`config.mk`:
```
export PLATFORM = sky130hd
export DESIGN_NAME = tli_serial_md
export DESIGN_NICKNAME = d
export VERILOG_FILES = /design/src/sv/tli_pkg.sv /design/src/sv/tli_serial_md.sv
export SDC_FILE = /design/constraint.sdc
export NUM_CORES = 1
export LEC_CHECK = 0
export ABC_AREA = 1
export BUFFER_PORTS_ARGS = -buffer_cell sky130_fd_sc_hd__clkbuf_2
export CAP_MARGIN = 20
export CORE_UTILIZATION = 40
export CTS_CLUSTER_DIAMETER = 120
export DETAILED_ROUTE_END_ITERATION = 6
export HOLD_SLACK_MARGIN = 0.06
export PLACE_DENSITY = 0.6
export SYNTH_ARGS = -nofsm -noshare
export SYNTH_HDL_FRONTEND = slang
export SYNTH_SLANG_ARGS = --single-unit
```
`constraint.sdc`:
```
create_clock -name clk -period 7.71 [get_ports clk]
set_clock_uncertainty 0.15 [all_clocks]
set_input_delay 0.3855 -clock clk [delete_from_list [all_inputs] [get_ports clk]]
set_output_delay 0.3855 -clock clk [all_outputs]
set_load 0.01 [all_outputs]
```
`src/sv/tli_pkg.sv`:
```
`timescale 1ns / 1ps
// Shared types and constants for the table linear interpolator.
// Used by tli_serial_md and table_linear_interpolator; depends on nothing.
package tli_pkg;

  localparam int DW   = 32;             // Q16.16 word and operand magnitude width
  localparam int PW   = 2 * DW;         // product / dividend width
  localparam int CNTW = $clog2(PW);     // serial step counter width

  localparam logic OP_LOAD  = 1'b0;
  localparam logic OP_QUERY = 1'b1;

  localparam logic [1:0] ST_OK         = 2'd0;
  localparam logic [1:0] ST_ZERO_WIDTH = 2'd1;
  localparam logic [1:0] ST_SHORT      = 2'd2;

  typedef enum logic [3:0] {
    S_IDLE,
    S_CHK_FIRST,
    S_CHK_LAST,
    S_SCAN,
    S_SEG_LO,
    S_SEG_HI,
    S_PREP,
    S_CALC,
    S_FIN,
    S_EMIT
  } state_t;

  typedef enum logic [1:0] {
    MD_IDLE,
    MD_MUL,
    MD_DIV
  } md_phase_t;

  // Request to the serial multiply/divide unit.
  typedef struct packed {
    logic          start;
    logic [DW-1:0] mcand;
    logic [DW-1:0] mplier;
    logic [DW-1:0] divisor;
  } md_req_t;

endpackage

```
`src/sv/tli_serial_md.sv`:
```
`timescale 1ns / 1ps
// Bit-serial unsigned multiply followed by restoring divide: (mcand*mplier)/divisor.
// Depends on tli_pkg.
module tli_serial_md (
  input  logic                      clk,
  input  logic                      rst_n,
  input  tli_pkg::md_req_t          req,
  output logic                      done,
  output logic [tli_pkg::PW-1:0]    quo
);

  localparam logic [tli_pkg::CNTW-1:0] MUL_LAST = tli_pkg::CNTW'(tli_pkg::DW - 1);
  localparam logic [tli_pkg::CNTW-1:0] DIV_LAST = tli_pkg::CNTW'(tli_pkg::PW - 1);

  tli_pkg::md_phase_t phase_r, phase_nxt;
  logic [tli_pkg::DW-1:0]   mcand_r, mcand_nxt;
  logic [tli_pkg::DW-1:0]   div_r, div_nxt;
  logic [tli_pkg::DW-1:0]   rem_r, rem_nxt;
  logic [tli_pkg::PW-1:0]   prod_r, prod_nxt;
  logic [tli_pkg::CNTW-1:0] cnt_r, cnt_nxt;
  logic                     done_r, done_nxt;

  logic [tli_pkg::DW:0]     add_sum;
  logic [tli_pkg::DW:0]     trial;
  logic [tli_pkg::DW:0]     trial_diff;
  logic                     trial_ok;

  // One multiplier bit per cycle: the upper half accumulates, the lower half
  // shifts the multiplier out and the product low bits in.
  assign add_sum    = {1'b0, prod_r[tli_pkg::PW-1:tli_pkg::DW]}
                    + (prod_r[0] ? {1'b0, mcand_r} : '0);
  // One quotient bit per cycle; quotient bits shift into the dividend register.
  assign trial      = {rem_r, prod_r[tli_pkg::PW-1]};
  assign trial_diff = trial - {1'b0, div_r};
  assign trial_ok   = (trial >= {1'b0, div_r});

  always_comb begin
    phase_nxt = phase_r;
    mcand_nxt = mcand_r;
    div_nxt   = div_r;
    rem_nxt   = rem_r;
    prod_nxt  = prod_r;
    cnt_nxt   = cnt_r;
    done_nxt  = 1'b0;
    case (phase_r)
      tli_pkg::MD_IDLE: begin
        if (req.start) begin
          mcand_nxt = req.mcand;
          div_nxt   = req.divisor;
          prod_nxt  = {{tli_pkg::DW{1'b0}}, req.mplier};
          cnt_nxt   = '0;
          phase_nxt = tli_pkg::MD_MUL;
        end
      end
      tli_pkg::MD_MUL: begin
        prod_nxt = {add_sum, prod_r[tli_pkg::DW-1:1]};
        cnt_nxt  = tli_pkg::CNTW'(cnt_r + 1'b1);
        if (cnt_r == MUL_LAST) begin
          cnt_nxt   = '0;
          rem_nxt   = '0;
          phase_nxt = tli_pkg::MD_DIV;
        end
      end
      tli_pkg::MD_DIV: begin
        prod_nxt = {prod_r[tli_pkg::PW-2:0], trial_ok};
        if (trial_ok) begin
          rem_nxt = trial_diff[tli_pkg::DW-1:0];
        end else begin
          rem_nxt = trial[tli_pkg::DW-1:0];
        end
        cnt_nxt = tli_pkg::CNTW'(cnt_r + 1'b1);
        if (cnt_r == DIV_LAST) begin
          done_nxt  = 1'b1;
          phase_nxt = tli_pkg::MD_IDLE;
        end
      end
      default: begin
        phase_nxt = tli_pkg::MD_IDLE;
      end
    endcase
  end

  always_ff @(posedge clk) begin
    if (!rst_n) begin
      phase_r <= tli_pkg::MD_IDLE;
      done_r  <= 1'b0;
      cnt_r   <= '0;
    end else begin
      phase_r <= phase_nxt;
      done_r  <= done_nxt;
      cnt_r   <= cnt_nxt;
    end
    mcand_r <= mcand_nxt;
    div_r   <= div_nxt;
    rem_r   <= rem_nxt;
    prod_r  <= prod_nxt;
  end

  assign done = done_r;
  assign quo  = prod_r;

endmodule

```
# After elaboration in Yosys (flattened, before gate mapping)
# Cells that the tools add are included.
# Widths: inputs -> output; s select.
classes:
  n_addsub: 3
  n_lt_le_gt_ge: 1
  n_eq_ne: 7
  mux: 14
  n_reduce_logical: 8
ops:
  columns: ["op", "count"]
  rows:
  - ["$pmux 64 s3", 1]
  - ["$mux 32", 3]
  - ["$mux 64", 1]
  - ["$pmux 32 s2", 1]
  - ["$add 32x32->33", 1]
  - ["$ge 33x32->1", 1]
  - ["$sub 32x32->32", 1]
  - ["$pmux 6 s3", 1]
  - ["$mux 6", 2]
  - ["$reduce_and 2->1", 4]
  - ["$add 6x1->6 const B", 1]
  - ["$eq 6x5->1 const B", 1]
  - ["$eq 6x6->1 const B", 1]
  - ["$mux 2", 3]
  - ["$ne 2x2->1 const B", 3]
  - ["$pmux 2 s3", 1]
  - ["$reduce_and 3->1", 1]
  - ["$reduce_bool 3->1", 1]
  - ["$eq 2x1->1 const B", 1]
  - ["$eq 2x2->1 const B", 1]
  - ["$logic_not 2->1", 1]
  - ["$reduce_bool 2->1", 1]
  - ["$mux 1", 1]
totals:
  register_bits: 169
  input_bits: 99
  output_inout_bits: 65

# Logic depth before layout (Yosys ltp)
# Gate-level depths: netlist (run 1).
logic_depth:
  word_depth: 3
  mapped_depth: 18
  ltp_nobuf: 17

# Worst setup path before layout (run 1)
# OpenSTA, ideal clock, no wires.
synth_path:
  path_kind: "flip-flop to flip-flop"
  startpoint: "register phase_r[0]"
  endpoint: "register cnt_r[4] in the netlist's numbering"
  setup_time_ns: 0.109
  arrival_time_ns: 5.079
  setup_slack_ns: 2.372
  stages_incl_launch_ff: 8
  path_buffers: 0
  path_cell_list: "dfxtp_1 > inv_1 > ha_1 > a21oi_1 > inv_1 > nor3_1 > a21oi_1 > a211oi_1"
synth_via:
  elab_chain_cells: 3
synth_lines:
  columns: ["element", "line_no", "rtl"]
  rows:
  - ["start, declared", "tli_serial_md.sv:15", "tli_pkg::md_phase_t phase_r, phase_nxt;"]
  - ["start signal, assigned", "tli_serial_md.sv:85", "phase_r <= tli_pkg::MD_IDLE;"]
  - ["start signal, assigned", "tli_serial_md.sv:89", "phase_r <= phase_nxt;"]
  - ["$eq 2x2->1, or another cell as far along", "tli_serial_md.sv:45", "case (phase_r)"]
  - ["$reduce_bool 3->1 (no source line) or $ne 2x2->1 (tied branches)", null, null]
  - ["$reduce_and 2->1 (no source line)", null, null]
  - ["end signal, assigned", "tli_serial_md.sv:91", "cnt_r <= cnt_nxt;"]
  - ["end, declared", "tli_serial_md.sv:20", "logic [tli_pkg::CNTW-1:0] cnt_r, cnt_nxt;"]
# Several ways; a longest one is shown, not always the timed one.
# A chain may end at the register's enable or synchronous reset.

# Worst setup path in the final report (run 1)
layout_path:
  startpoint: "register rem_r[25] in the netlist's numbering"
  endpoint: "register rem_r[3] in the netlist's numbering, data pin"
layout_via:
  elab_chain_cells: 3
layout_lines:
  columns: ["element", "line_no", "rtl"]
  rows:
  - ["start, declared", "tli_serial_md.sv:18", "logic [tli_pkg::DW-1:0] rem_r, rem_nxt;"]
  - ["start signal, assigned", "tli_serial_md.sv:95", "rem_r <= rem_nxt;"]
  - ["$ge 33x32->1", "tli_serial_md.sv:35", "assign trial_ok = (trial >= {1'b0, div_r});"]
  - ["$mux 32", "tli_serial_md.sv:66", "if (trial_ok) begin"]
  - ["$pmux 32 s2", "tli_serial_md.sv:45", null]
# No other way between the ends.

==> results of run 1 <==
-- worst paths after layout --
| kind | depth (start not counted) | slack (ns) | endpoint | start |
|---|---|---|---|---|
| max | 11 | 4.32 | rem_r[3] | rem_r[25] |
| max reg2reg | 11 | 4.32 | rem_r[3] | rem_r[25] |
| min | 3 | 0.09 | quo[4] | req[36] |
| min reg2reg | 2 | 0.35 | cnt_r[1] | cnt_r[1] |
-- power groups by stage --
stage	Sequential (mW)	Combinational, mW	Clock [mW]
finish	1.75	3.79	0.878
CTS	1.75	3.78	0.901
global placement	1.77	3.68	0
global route	1.79	4.28	0.932
detailed placement	1.77	3.74	0
floorplan	1.80	2.63	0
-- synthesized netlist by cell type (all sizes together) --
| library cell | instances |
|---|---|
| nand2 | 655 |
| inv | 330 |
| edfxtp | 160 |
| a21oi | 159 |
| nor2 | 152 |
| nand3 | 91 |
| ha | 70 |
| clkbuf | 31 |
| o21ai | 17 |
| nand3b | 16 |
| nand4 | 16 |
| and2 | 12 |
| nor3 | 11 |
| xnor2 | 10 |
| buf | 9 |
| dfxtp | 9 |
| or2 | 5 |
| o21a | 4 |
| xor2 | 4 |
| a211oi | 2 |
| a21boi | 2 |
| a21o | 2 |
| and3 | 2 |
| fa | 2 |
| nor3b | 2 |
| a2bb2oi | 1 |
| a31oi | 1 |
| o211ai | 1 |
| o21bai | 1 |
-- layout make-up --
cell class              instances  area, sq um  area share [%]
clock inverters                15        163.9           1.098
diodes                          1        2.502         0.01676
flip-flops and latches        169         4985           33.39
repair buffers                236         1546           10.36
multi-input cells            1238         6072           40.67
inverters                     330         1239           8.297
clock buffers                  17        425.4           2.849
well taps                     396        495.5           3.319
-- what timing repair did --
| action | CTS | global route |
|---|---|---|
| hold endpoints to repair | 67 | 0 |
| gates resized for setup | 0 | 0 |
| hold buffers | 65 | 0 |
-- cell families (layout without fill, tap and decap cells) --
group | after synthesis | count (layout) | synth area share, %
fa+ha+maj | 72 | 72 | 7.360
compound gates | 190 | 190 | 8.164
xor+xnor | 14 | 14 | 0.9853
flops | 169 | 169 | 40.06
simple gates | 962 | 962 | 31.98
buf+inv | 370 | 598 | 11.45
other cells | 0 | 1 | 0
-- routing by layer --
| metal | vias to the layer above | wire length [um] |
|---|---|---|
| met3 | 32 | 1830 |
| met2 | 279 | 16300 |
| met4 | 0 | 570 |
| met5 | - | 0 |
| li1 | 6020 | - |
| met1 | 5320 | 17620 |
-- critical path, stage by stage, from the launching register on --
cell	delay [ns]
sky130_fd_sc_hd__edfxtp_1	0.40
sky130_fd_sc_hd__ha_1	0.35
sky130_fd_sc_hd__nand2_1	0.10
sky130_fd_sc_hd__nand2_1	0.06
sky130_fd_sc_hd__nand2_1	0.06
sky130_fd_sc_hd__nand2_1	0.06
sky130_fd_sc_hd__a21boi_0	0.20
sky130_fd_sc_hd__nand2_1	0.12
sky130_fd_sc_hd__a21oi_4	0.54
sky130_fd_sc_hd__nand2_2	0.72
sky130_fd_sc_hd__nor2_1	0.26
sky130_fd_sc_hd__nor2_1	0.08
-- flip-flops by register name, indices dropped and copies added, names as in the netlist --
signal / cells
phase_r: 2
done: 1
mcand_r: 32
rem_r: 32
div_r: 32
cnt_r: 6
quo: 64
==> run_summary.xml, run 1 <==
<?xml version="1.0" encoding="UTF-8"?>
<metrics>
  <group name="global_routing">
    <metric name="grt_usage" unit="%">23.37</metric>
    <metric name="groute.layer.met1.usage" unit="%">31.98</metric>
    <metric name="grt_pass1_wl" unit="mm">57.27</metric>
    <metric name="gr-usage-met2" unit="%">37.68</metric>
    <metric name="use_met3" unit="%">4.582</metric>
    <metric name="grt_pass1_vias" unit="">11090</metric>
    <metric name="grt_start_max_net_pins" unit="">88</metric>
    <metric name="top_usage_layer" unit="">met2</metric>
    <metric name="remaining_global_route_overflow" unit="">0</metric>
    <metric name="grt_antenna_before_repair" unit="">1</metric>
  </group>
  <group name="final_layout">
    <metric name="commonest_non_fill_non_tap_cell_in_the_layout" unit="">sky130_fd_sc_hd__nand2_1</metric>
    <metric name="final_cells" unit="">2402</metric>
    <metric name="layout.nets" unit="">2163</metric>
    <metric name="utilization" unit="%">48.81</metric>
    <metric name="fillCellCount" unit="">3127</metric>
    <metric name="area_overhead_vs_synth" unit="%">19.97</metric>
    <metric name="post-route-cell-area" unit="sq um">14930</metric>
    <metric name="drive_gt1_share" unit="%">12.27</metric>
    <metric name="most-common-layout-cells" unit="">sky130_fd_sc_hd__nand2_1, sky130_fd_sc_hd__inv_1, sky130_fd_sc_hd__clkbuf_2, sky130_fd_sc_hd__edfxtp_1, sky130_fd_sc_hd__a21oi_1</metric>
  </group>
  <group name="synth">
    <metric name="synth-seq-cells" unit="">169</metric>
    <metric name="synthesized_area_per_cell" unit="sq um">7.003</metric>
    <metric name="synth_area_leader_cell" unit="">sky130_fd_sc_hd__edfxtp_1</metric>
    <metric name="synth-seq-area-share" unit="%">40.06</metric>
    <metric name="mappedNetlistNets" unit="">1948</metric>
    <metric name="netlist_area" unit="sq um">12440</metric>
    <metric name="yosys_warnings" unit="">0</metric>
    <metric name="synth_area_leaders" unit="">sky130_fd_sc_hd__edfxtp_1, sky130_fd_sc_hd__nand2_1, sky130_fd_sc_hd__inv_1</metric>
    <metric name="syn-instance-count" unit="">1777</metric>
    <metric name="synth_top_cell_area_share" unit="%">38.61</metric>
    <metric name="netlist-cell-type-count" unit="">41</metric>
  </group>
  <group name="power">
    <metric name="finalPower" unit="mW">6.418</metric>
    <metric name="p_leak" unit="nW">7.649</metric>
    <metric name="internal-power" unit="mW">3.205</metric>
    <metric name="ir_drop" unit="uV">236.4</metric>
    <metric name="combinational_share_of_power" unit="%">59.1</metric>
    <metric name="p_clk_share" unit="%">13.7</metric>
    <metric name="switching_power_share_of_the_total" unit="%">50.06</metric>
    <metric name="power_density" unit="nW/um^2">429.9</metric>
    <metric name="p_sw" unit="mW">3.213</metric>
    <metric name="sequential_power_share" unit="%">27.2</metric>
  </group>
  <group name="worst_setup_path">
    <metric name="worstPathArrival" unit="ns">3.44</metric>
    <metric name="critPathLaunchType" unit="">flop</metric>
    <metric name="setup.worst_path.class" unit="">flop to flop</metric>
    <metric name="critical_path.endpoint_type" unit="">flop</metric>
    <metric name="cp.required" unit="ns">7.76</metric>
    <metric name="worst-path-max-fanout" unit="">48</metric>
  </group>
  <group name="clock_tree">
    <metric name="cts-htree-levels" unit="">4</metric>
    <metric name="root_buffer" unit="">sky130_fd_sc_hd__clkbuf_16</metric>
    <metric name="cts.sinks" unit="">169</metric>
    <metric name="clock_tree_from_tritoncts" unit="">built</metric>
    <metric name="max-clock-path-buffers" unit="">2</metric>
    <metric name="numCtsBuffers" unit="">17</metric>
    <metric name="cts_post_setup_buffers_inserted" unit="">0</metric>
    <metric name="worst_skew_pair.late_latency" unit="ns">0.45</metric>
    <metric name="clkSlewWorstSetupHoldPaths" unit="ns">0.08</metric>
  </group>
  <group name="drt">
    <metric name="drc_errors" unit="">0</metric>
    <metric name="drt_wl_total" unit="mm">36.32</metric>
    <metric name="wire_length_per_cell_after_detailed_routing" unit="um">15.12</metric>
    <metric name="dr_iter_0_viols" unit="">825</metric>
    <metric name="final_antenna_net_count" unit="">0</metric>
    <metric name="route.vias.total" unit="">11650</metric>
    <metric name="vias_per_cell" unit="">4.851</metric>
    <metric name="dr.pass1.iters" unit="">5</metric>
  </group>
  <group name="sta">
    <metric name="final_hold_viol_count" unit="">0</metric>
    <metric name="whs" unit="ns">0.09337</metric>
    <metric name="setup_slack_after_layout" unit="ns">4.323</metric>
    <metric name="worst_margin_slew" unit="ns">1.042</metric>
    <metric name="post-route-min-period" unit="ns">3.387</metric>
    <metric name="final_min_period_over_clock_period" unit="%">43.93</metric>
    <metric name="final.setup.tns" unit="ns">0</metric>
    <metric name="slew_headroom" unit="%">30.52</metric>
    <metric name="finalSetupViolations" unit="">0</metric>
    <metric name="clock.fmax" unit="GHz">0.2952</metric>
    <metric name="rsz0062_at_grt" unit="">no</metric>
    <metric name="timing_max_transition_violations_final" unit="">0</metric>
  </group>
  <group name="die">
    <metric name="design.core.area" unit="sq um">30590</metric>
    <metric name="die-height" unit="um">178.4</metric>
    <metric name="die-width" unit="um">178.4</metric>
    <metric name="placementRows" unit="">64</metric>
    <metric name="boundaryPins" unit="">164</metric>
    <metric name="design.die.area" unit="sq um">31820</metric>
    <metric name="initial_core_util" unit="%">40.68</metric>
  </group>
  <group name="placed_design">
    <metric name="buffer_ports.inserted" unit="">163</metric>
    <metric name="placed_cells_incl_taps" unit="">2304</metric>
    <metric name="detailedPlacementHpwl" unit="mm">26.84</metric>
    <metric name="post_dp_cell_area" unit="sq um">13690</metric>
    <metric name="gpl_wtd_cong" unit="">0.9622</metric>
    <metric name="preCtsSetupSlack" unit="ns">4.322</metric>
  </group>
  <group name="run_status">
    <metric name="outcome" unit="">complete, no violations</metric>
  </group>
  <group name="worst_hold_path">
    <metric name="worstHoldPathType" unit="">primary input to flop</metric>
  </group>
  <group name="run">
    <metric name="max_cap_viol_count" unit="">0</metric>
  </group>
</metrics>
(Power assumes the default switching activity.)
==> run 2, diff against run 1 <==
- ABC_AREA: 1 -> 0
- PLACE_DENSITY: 0.6 -> 0.61
- clock period: 7.71 -> 3.35 ns (I/O delays scaled with it)
==> run 2 against run 1 <==
Effect of this change:
- sequential power increased by 140%
- via count decreased by 24%
- largest cell class unchanged
- global-route usage decreased by 2.5 points
- clock-buffer cell count increased by 1
- cell count decreased by 30%
- worst setup slack got worse by 4.3 ns
==> run_summary.xml, run 2 <==
<?xml version="1.0" encoding="UTF-8"?>
<metrics>
  <group name="run_status">
    <metric name="outcome" unit="">complete, no violations</metric>
  </group>
  <group name="sta">
    <metric name="rsz0062_at_grt" unit="">yes</metric>
    <metric name="slew_headroom" unit="%">51.87</metric>
    <metric name="finalSetupViolations" unit="">0</metric>
    <metric name="clock.fmax" unit="GHz">0.3026</metric>
    <metric name="timing_max_transition_violations_final" unit="">0</metric>
    <metric name="worst_margin_slew" unit="ns">0.7219</metric>
    <metric name="final.setup.tns" unit="ns">0</metric>
    <metric name="final_hold_viol_count" unit="">0</metric>
    <metric name="post-route-min-period" unit="ns">3.305</metric>
    <metric name="final_min_period_over_clock_period" unit="%">98.66</metric>
  </group>
  <group name="drt">
    <metric name="dr.pass1.iters" unit="">5</metric>
    <metric name="final_antenna_net_count" unit="">0</metric>
    <metric name="wire_length_per_cell_after_detailed_routing" unit="um">16.56</metric>
    <metric name="drt_wl_total" unit="mm">27.74</metric>
    <metric name="route.vias.total" unit="">8864</metric>
    <metric name="dr_iter_0_viols" unit="">577</metric>
    <metric name="drc_errors" unit="">0</metric>
    <metric name="vias_per_cell" unit="">5.292</metric>
  </group>
  <group name="synth">
    <metric name="yosys_warnings" unit="">0</metric>
    <metric name="ys_top_cells_by_count" unit="">sky130_fd_sc_hd__edfxtp_1, sky130_fd_sc_hd__a21oi_1, sky130_fd_sc_hd__nor2_1</metric>
    <metric name="synth_edf_count" unit="">160</metric>
    <metric name="mappedNetlistNets" unit="">1198</metric>
    <metric name="yosys.cell_count.top_type" unit="">sky130_fd_sc_hd__edfxtp_1</metric>
    <metric name="synth_top_cell_area_share" unit="%">45.27</metric>
    <metric name="netlist_area" unit="sq um">10610</metric>
    <metric name="synth_area_leader_cell" unit="">sky130_fd_sc_hd__edfxtp_1</metric>
    <metric name="synth-seq-area-share" unit="%">46.96</metric>
    <metric name="synth_area_leaders" unit="">sky130_fd_sc_hd__edfxtp_1, sky130_fd_sc_hd__ha_1, sky130_fd_sc_hd__a21oi_1</metric>
    <metric name="synth_async_sr_flop_share" unit="%">0</metric>
    <metric name="most_common_flop_cell_mapped_by_yosys" unit="">sky130_fd_sc_hd__edfxtp_1</metric>
    <metric name="netlist-cell-type-count" unit="">70</metric>
    <metric name="synthesized_area_per_cell" unit="sq um">10.33</metric>
    <metric name="syn-instance-count" unit="">1027</metric>
    <metric name="synth-seq-cells" unit="">169</metric>
  </group>
  <group name="clock_tree">
    <metric name="max-clock-path-buffers" unit="">2</metric>
    <metric name="worst_skew_pair.late_latency" unit="ns">0.44</metric>
    <metric name="cts.sinks" unit="">169</metric>
    <metric name="numCtsBuffers" unit="">17</metric>
    <metric name="root_buffer" unit="">sky130_fd_sc_hd__clkbuf_16</metric>
    <metric name="clock_tree_from_tritoncts" unit="">built</metric>
    <metric name="cts-htree-levels" unit="">4</metric>
    <metric name="clkSlewWorstSetupHoldPaths" unit="ns">0.08</metric>
  </group>
  <group name="worst_setup_path">
    <metric name="r2r_start" unit="">quo[0]</metric>
    <metric name="worst_setup_path_startpoint" unit="">quo[0]</metric>
    <metric name="critPathLaunchType" unit="">flop</metric>
    <metric name="worst-path-max-fanout" unit="">7</metric>
    <metric name="regToRegSetupSlack" unit="ns">0.04</metric>
    <metric name="cp-endpoint" unit="">quo[47]</metric>
    <metric name="cp.required" unit="ns">3.39</metric>
    <metric name="setup.worst_path.class" unit="">flop to flop</metric>
    <metric name="worst-r2r-cell-count" unit="">15</metric>
    <metric name="worstPathArrival" unit="ns">3.35</metric>
    <metric name="timing.rr.end" unit="">quo[47]</metric>
    <metric name="critical_path.endpoint_type" unit="">flop</metric>
  </group>
  <group name="final_layout">
    <metric name="commonest_non_fill_non_tap_cell_in_the_layout" unit="">sky130_fd_sc_hd__clkbuf_2</metric>
    <metric name="most-common-layout-cells" unit="">sky130_fd_sc_hd__clkbuf_2, sky130_fd_sc_hd__edfxtp_1, sky130_fd_sc_hd__dlygate4sd3_1, sky130_fd_sc_hd__nor2_1, sky130_fd_sc_hd__a21oi_1</metric>
    <metric name="utilization" unit="%">53.37</metric>
    <metric name="layout.nets" unit="">1498</metric>
    <metric name="drive_gt1_share" unit="%">23.66</metric>
    <metric name="largest_reg_flops" unit="">64</metric>
    <metric name="post-route-cell-area" unit="sq um">13910</metric>
    <metric name="area_overhead_vs_synth" unit="%">31.03</metric>
    <metric name="antenna-diode-count" unit="">0</metric>
  </group>
  <group name="die">
    <metric name="die-width" unit="um">164.9</metric>
    <metric name="design.die.area" unit="sq um">27190</metric>
    <metric name="placementRows" unit="">59</metric>
    <metric name="initial_core_util" unit="%">40.73</metric>
    <metric name="design.core.area" unit="sq um">26060</metric>
    <metric name="boundaryPins" unit="">164</metric>
    <metric name="die-height" unit="um">164.9</metric>
  </group>
  <group name="placed_design">
    <metric name="buffer_ports.inserted" unit="">163</metric>
    <metric name="post_dp_cell_area" unit="sq um">12170</metric>
    <metric name="gpl_wtd_cong" unit="">0.8944</metric>
    <metric name="detailedPlacementHpwl" unit="mm">19.37</metric>
  </group>
  <group name="global_routing">
    <metric name="grt_usage" unit="%">20.84</metric>
    <metric name="remaining_global_route_overflow" unit="">0</metric>
    <metric name="grt_start_max_net_pins" unit="">71</metric>
    <metric name="grt_pass1_wl" unit="mm">44.57</metric>
    <metric name="grt_antenna_before_repair" unit="">0</metric>
    <metric name="grt_pass1_vias" unit="">8818</metric>
  </group>
  <group name="power">
    <metric name="p_sw" unit="mW">6.427</metric>
    <metric name="internal-power" unit="mW">8.330</metric>
    <metric name="power_density" unit="nW/um^2">1061</metric>
    <metric name="p_clk_share" unit="%">13.5</metric>
    <metric name="combinational_share_of_power" unit="%">58.4</metric>
    <metric name="switching_power_share_of_the_total" unit="%">43.55</metric>
    <metric name="sequential_power_share" unit="%">28.1</metric>
    <metric name="ir_drop" unit="uV">485.3</metric>
    <metric name="p_leak" unit="nW">5.993</metric>
  </group>
  <group name="worst_hold_path">
    <metric name="worst_hold_startpoint" unit="">req[96]</metric>
    <metric name="worstHoldPathType" unit="">primary input to flop</metric>
  </group>
  <group name="run">
    <metric name="max_cap_viol_count" unit="">0</metric>
  </group>
</metrics>
-- run 2: power by group through the flow --
stage | Clock [mW] | Sequential, mW | Combinational (mW)
finish | 1.99 | 4.15 | 8.62
global route | 2.11 | 4.26 | 9.56
CTS | 2.03 | 4.14 | 8.41
detailed placement | 0 | 4.17 | 8.26
global placement | 0 | 4.17 | 8.17
floorplan | 0 | 4.17 | 5.73
-- run 2: final cells by class --
| type | count | area (sq um) |
|---|---|---|
| Clock buffer | 18 | 429.2 |
| Clock inverter | 14 | 157.7 |
| Fill cell | 2275 | 12150 |
| Inverter | 50 | 187.7 |
| Multi-Input combinational cell | 759 | 5353 |
| Sequential cell | 169 | 4985 |
| Tap cell | 335 | 419.2 |
| Timing Repair Buffer | 330 | 2376 |
-- run 2: metrics by stage --
stage	setup WS [ns]	hold WS (ns)	cells	power (mW)
2_1_floorplan	-0.003063	0.1164	1027	9.908
4_1_cts	0.008187	0.1674	1670	14.58
6_report	0.04500	0.1711	1675	14.76
3_3_place_gp	0.08780	0.1944	1541	12.34
5_1_grt	-0.09628	0.2006	1675	15.93
3_5_place_dp	-0.01052	0.1961	1541	12.43
-- run 2: repair_timing --
action                     4_1_cts  5_1_grt
pin swaps                        0       18
setup buffers                    0        4
hold buffers                    97        0
setup endpoints to repair        1       20
hold endpoints to repair       105        0
resized for setup                1       38
cloned                           0        1
-- run 2: logic make-up (layout without fill, tap and decap cells) --
family | count (synthesis) | count (layout) | share of synthesized area (%)
AOI/OAI and AO/OA | 312 | 312 | 19.39
and+or+nand+nor | 294 | 294 | 13.89
DFF | 169 | 169 | 46.96
buffers and inverters | 99 | 412 | 4.126
adders and majority gates | 72 | 72 | 8.629
xor gates and xnor gates | 54 | 54 | 4.456
muxes | 27 | 27 | 2.546
-- run 2: worst min-delay path by stage --
| stage | endpoint | slack, ns | cells past startpoint |
|---|---|---|---|
| 2_1_floorplan | div_r[0] | 0.12 | 0 |
| 3_3_place_gp | mcand_r[9] | 0.19 | 1 |
| 3_5_place_dp | div_r[20] | 0.20 | 1 |
| 4_1_cts | cnt_r[1] | 0.17 | 5 |
| 5_1_grt | cnt_r[0] | 0.20 | 5 |
| 6_report | cnt_r[1] | 0.17 | 5 |
-- run 2: layer usage --
metal	routed length (um)	track usage [%]
met1	12450	26.86
met2	13660	35.77
met3	1306	4.370
met4	325	4.504
met5	0	0
-- run 2: critical path, stage by stage (launching register included) --
cell and delay [ns]:
sky130_fd_sc_hd__edfxtp_1 0.44, sky130_fd_sc_hd__buf_6 0.18, sky130_fd_sc_hd__buf_12 0.13, sky130_fd_sc_hd__and2_4 0.13, sky130_fd_sc_hd__ha_4 0.16, sky130_fd_sc_hd__inv_2 0.06
sky130_fd_sc_hd__fa_2 0.20, sky130_fd_sc_hd__nor2b_1 0.05, sky130_fd_sc_hd__o21a_1 0.19, sky130_fd_sc_hd__o21a_1 0.22, sky130_fd_sc_hd__o211ai_1 0.24, sky130_fd_sc_hd__a31oi_2 0.16
sky130_fd_sc_hd__a221o_1 0.36, sky130_fd_sc_hd__a21oi_2 0.15, sky130_fd_sc_hd__xor2_1 0.16, sky130_fd_sc_hd__o21ai_1 0.09
==> run 3, diff against run 2 <==
- CAP_MARGIN: 20 -> 25
- CTS_BUF_LIST: unset -> sky130_fd_sc_hd__clkbuf_8
==> run 3 against run 2 <==
Effect of this change:
- sequential power is essentially flat
- critical path type unchanged
- first-iteration DRC count grew 2.9%
- final area shrank 1.1%
- critical endpoint is now quo[61]
- non-clock buffer count grew 1
==> run_summary.xml, run 3 (same netlist as run 2, synthesis figures left out) <==
<?xml version="1.0" encoding="UTF-8"?>
<metrics>
  <group name="worst_setup_path">
    <metric name="cp_cell_sequence" unit="">buf_6 &gt; buf_12 &gt; buf_4 &gt; and2_1 &gt; ha_1 &gt; a21o_1 &gt; a21o_1 &gt; a21o_1 &gt; a21o_1 &gt; a21oi_2 &gt; o21ai_0 &gt; a31oi_1 &gt; xor2_1 &gt; o21ai_0</metric>
    <metric name="critical_path_buffers_and_inverters" unit="">3</metric>
    <metric name="critPathMostFrequentCell" unit="">sky130_fd_sc_hd__a21o_1</metric>
    <metric name="cp.required" unit="ns">3.40</metric>
    <metric name="critPathLaunchType" unit="">flop</metric>
    <metric name="worst-path-max-fanout" unit="">14</metric>
    <metric name="critical_path.endpoint_type" unit="">flop</metric>
    <metric name="worstPathArrival" unit="ns">3.27</metric>
    <metric name="crit_path_max_incr_delay" unit="ns">0.42</metric>
    <metric name="crit_path_top_delay_cell" unit="">sky130_fd_sc_hd__edfxtp_1</metric>
    <metric name="setup.worst_path.class" unit="">flop to flop</metric>
    <metric name="timing.critical_path.max_delay_family" unit="">compound AO/OA/AOI/OAI gates</metric>
  </group>
  <group name="sta">
    <metric name="final_hold_viol_count" unit="">0</metric>
    <metric name="rsz0062_at_grt" unit="">yes</metric>
    <metric name="clock.fmax" unit="GHz">0.3104</metric>
    <metric name="worst_margin_slew" unit="ns">0.7200</metric>
    <metric name="finalSetupViolations" unit="">0</metric>
    <metric name="timing_max_transition_violations_final" unit="">0</metric>
    <metric name="final_min_period_over_clock_period" unit="%">96.16</metric>
    <metric name="post-route-min-period" unit="ns">3.221</metric>
    <metric name="slew_headroom" unit="%">52.00</metric>
    <metric name="final.setup.tns" unit="ns">0</metric>
  </group>
  <group name="placed_design">
    <metric name="placed_cells_incl_taps" unit="">1541</metric>
    <metric name="gpl_wtd_cong" unit="">0.8944</metric>
    <metric name="detailedPlacementHpwl" unit="mm">19.37</metric>
    <metric name="buffer_ports.inserted" unit="">163</metric>
  </group>
  <group name="global_routing">
    <metric name="remaining_global_route_overflow" unit="">0</metric>
    <metric name="grt_pass1_wl" unit="mm">44.15</metric>
    <metric name="grt_pass1_vias" unit="">8733</metric>
    <metric name="grt_usage" unit="%">20.68</metric>
    <metric name="grt_antenna_before_repair" unit="">0</metric>
    <metric name="grt_start_max_net_pins" unit="">71</metric>
  </group>
  <group name="power">
    <metric name="p_sw" unit="mW">6.326</metric>
    <metric name="p_leak" unit="nW">5.927</metric>
    <metric name="ir_drop" unit="uV">481.2</metric>
    <metric name="p_clk_share" unit="%">10.3</metric>
    <metric name="internal-power" unit="mW">7.925</metric>
    <metric name="sequential_power_share" unit="%">29.1</metric>
    <metric name="switching_power_share_of_the_total" unit="%">44.39</metric>
    <metric name="power_density" unit="nW/um^2">1037</metric>
    <metric name="combinational_share_of_power" unit="%">60.5</metric>
  </group>
  <group name="drt">
    <metric name="final_antenna_net_count" unit="">0</metric>
    <metric name="wire_length_per_cell_after_detailed_routing" unit="um">16.30</metric>
    <metric name="route.vias.total" unit="">8798</metric>
    <metric name="drt_wl_total" unit="mm">27.32</metric>
    <metric name="wl_met1" unit="mm">12.28</metric>
    <metric name="vias_per_cell" unit="">5.249</metric>
    <metric name="routed-wl-met2" unit="mm">13.53</metric>
    <metric name="dr_iter_0_viols" unit="">594</metric>
    <metric name="met3RoutedLength" unit="mm">1.221</metric>
    <metric name="top_signal_layer_used" unit="">met4</metric>
    <metric name="dr.pass1.iters" unit="">5</metric>
    <metric name="drc_errors" unit="">0</metric>
  </group>
  <group name="clock_tree">
    <metric name="max-clock-path-buffers" unit="">2</metric>
    <metric name="numCtsBuffers" unit="">17</metric>
    <metric name="cts.sinks" unit="">169</metric>
    <metric name="cts-htree-levels" unit="">4</metric>
    <metric name="clkSlewWorstSetupHoldPaths" unit="ns">0.10</metric>
    <metric name="clock_tree_from_tritoncts" unit="">built</metric>
    <metric name="root_buffer" unit="">sky130_fd_sc_hd__clkbuf_8</metric>
    <metric name="worst_skew_pair.late_latency" unit="ns">0.47</metric>
  </group>
  <group name="die">
    <metric name="die-width" unit="um">164.9</metric>
    <metric name="placementRows" unit="">59</metric>
    <metric name="die-height" unit="um">164.9</metric>
    <metric name="boundaryPins" unit="">164</metric>
    <metric name="design.core.area" unit="sq um">26060</metric>
    <metric name="design.die.area" unit="sq um">27190</metric>
    <metric name="initial_core_util" unit="%">40.73</metric>
  </group>
  <group name="final_layout">
    <metric name="drive_gt1_share" unit="%">23.94</metric>
    <metric name="largest_reg_flops" unit="">64</metric>
    <metric name="commonest_non_fill_non_tap_cell_in_the_layout" unit="">sky130_fd_sc_hd__clkbuf_2</metric>
    <metric name="antenna-diode-count" unit="">0</metric>
    <metric name="fillCellCount" unit="">2317</metric>
    <metric name="final_cells" unit="">1676</metric>
    <metric name="utilization" unit="%">52.76</metric>
    <metric name="layout.nets" unit="">1499</metric>
    <metric name="most-common-layout-cells" unit="">sky130_fd_sc_hd__clkbuf_2, sky130_fd_sc_hd__edfxtp_1, sky130_fd_sc_hd__dlygate4sd3_1, sky130_fd_sc_hd__nor2_1, sky130_fd_sc_hd__a21oi_1</metric>
    <metric name="area_overhead_vs_synth" unit="%">29.54</metric>
  </group>
  <group name="run">
    <metric name="max_cap_viol_count" unit="">0</metric>
  </group>
  <group name="run_status">
    <metric name="outcome" unit="">complete, no violations</metric>
  </group>
  <group name="worst_hold_path">
    <metric name="worstHoldPathType" unit="">primary input to flop</metric>
  </group>
</metrics>
-- run 3: power by group through the flow --
stage,Clock (mW),Combinational [mW],Sequential [mW]
floorplan,0,5.73,4.17
global placement,0,8.17,4.17
detailed placement,0,8.26,4.17
CTS,1.52,8.40,4.13
global route,1.60,9.59,4.25
finish,1.47,8.63,4.15
-- run 3: what timing repair did --
action	CTS	global route
setup endpoints to repair	1	20
pin swaps	0	18
cloned	0	1
hold buffers	97	0
hold endpoints to repair	105	0
resized for setup	1	44
buffers inserted	0	5
-- run 3: per-stage QoR --
stage | hold WS [ns] | power, mW | instance area (sq um) | setup slack [ns]
6_report | 0.1419 | 14.25 | 13750 | 0.1287
5_1_grt | 0.1418 | 15.45 | 13750 | -0.01259
4_1_cts | 0.1144 | 14.05 | 13540 | 0.003467
3_5_place_dp | 0.1961 | 12.43 | 12170 | -0.01052
3_3_place_gp | 0.1944 | 12.34 | 12170 | 0.08780
2_1_floorplan | 0.1164 | 9.908 | 10620 | -0.003063
-- run 3: layout make-up --
cell class	instances	area, sq um	share of cell area [%]
repair buffers	331	2386	17.35
multi-input cells	759	5376	39.10
clock inverters	15	161.4	1.174
clock buffers	17	234.0	1.702
well taps	335	419.2	3.049
inverters	50	187.7	1.365
flip-flops and latches	169	4985	36.25
-- run 3: path summary, 6_finish.rpt --
| check | from | endpoint | slack, ns | depth (start not counted) |
|---|---|---|---|---|
| setup / recovery | quo[0] | quo[61] | 0.13 | 14 |
| hold / removal | req[96] | cnt_r[0] | 0.14 | 5 |
| setup reg to reg | quo[0] | quo[61] | 0.13 | 14 |
| hold reg to reg | cnt_r[5] | done | 0.40 | 2 |
-- run 3: routing by layer --
layer	vias to the layer above	GRT usage, %
li1	4388	-
met1	4177	26.67
met2	214	35.68
met3	19	4.269
met4	0	4.087
met5	-	0
-- run 3: worst min-delay path: cells and delay by family --
family,cells,cell delay (ns)
buffers and inverters,1,0.09
AO/OA/AOI/OAI,2,0.21
AND/OR/NAND/NOR,2,0.25
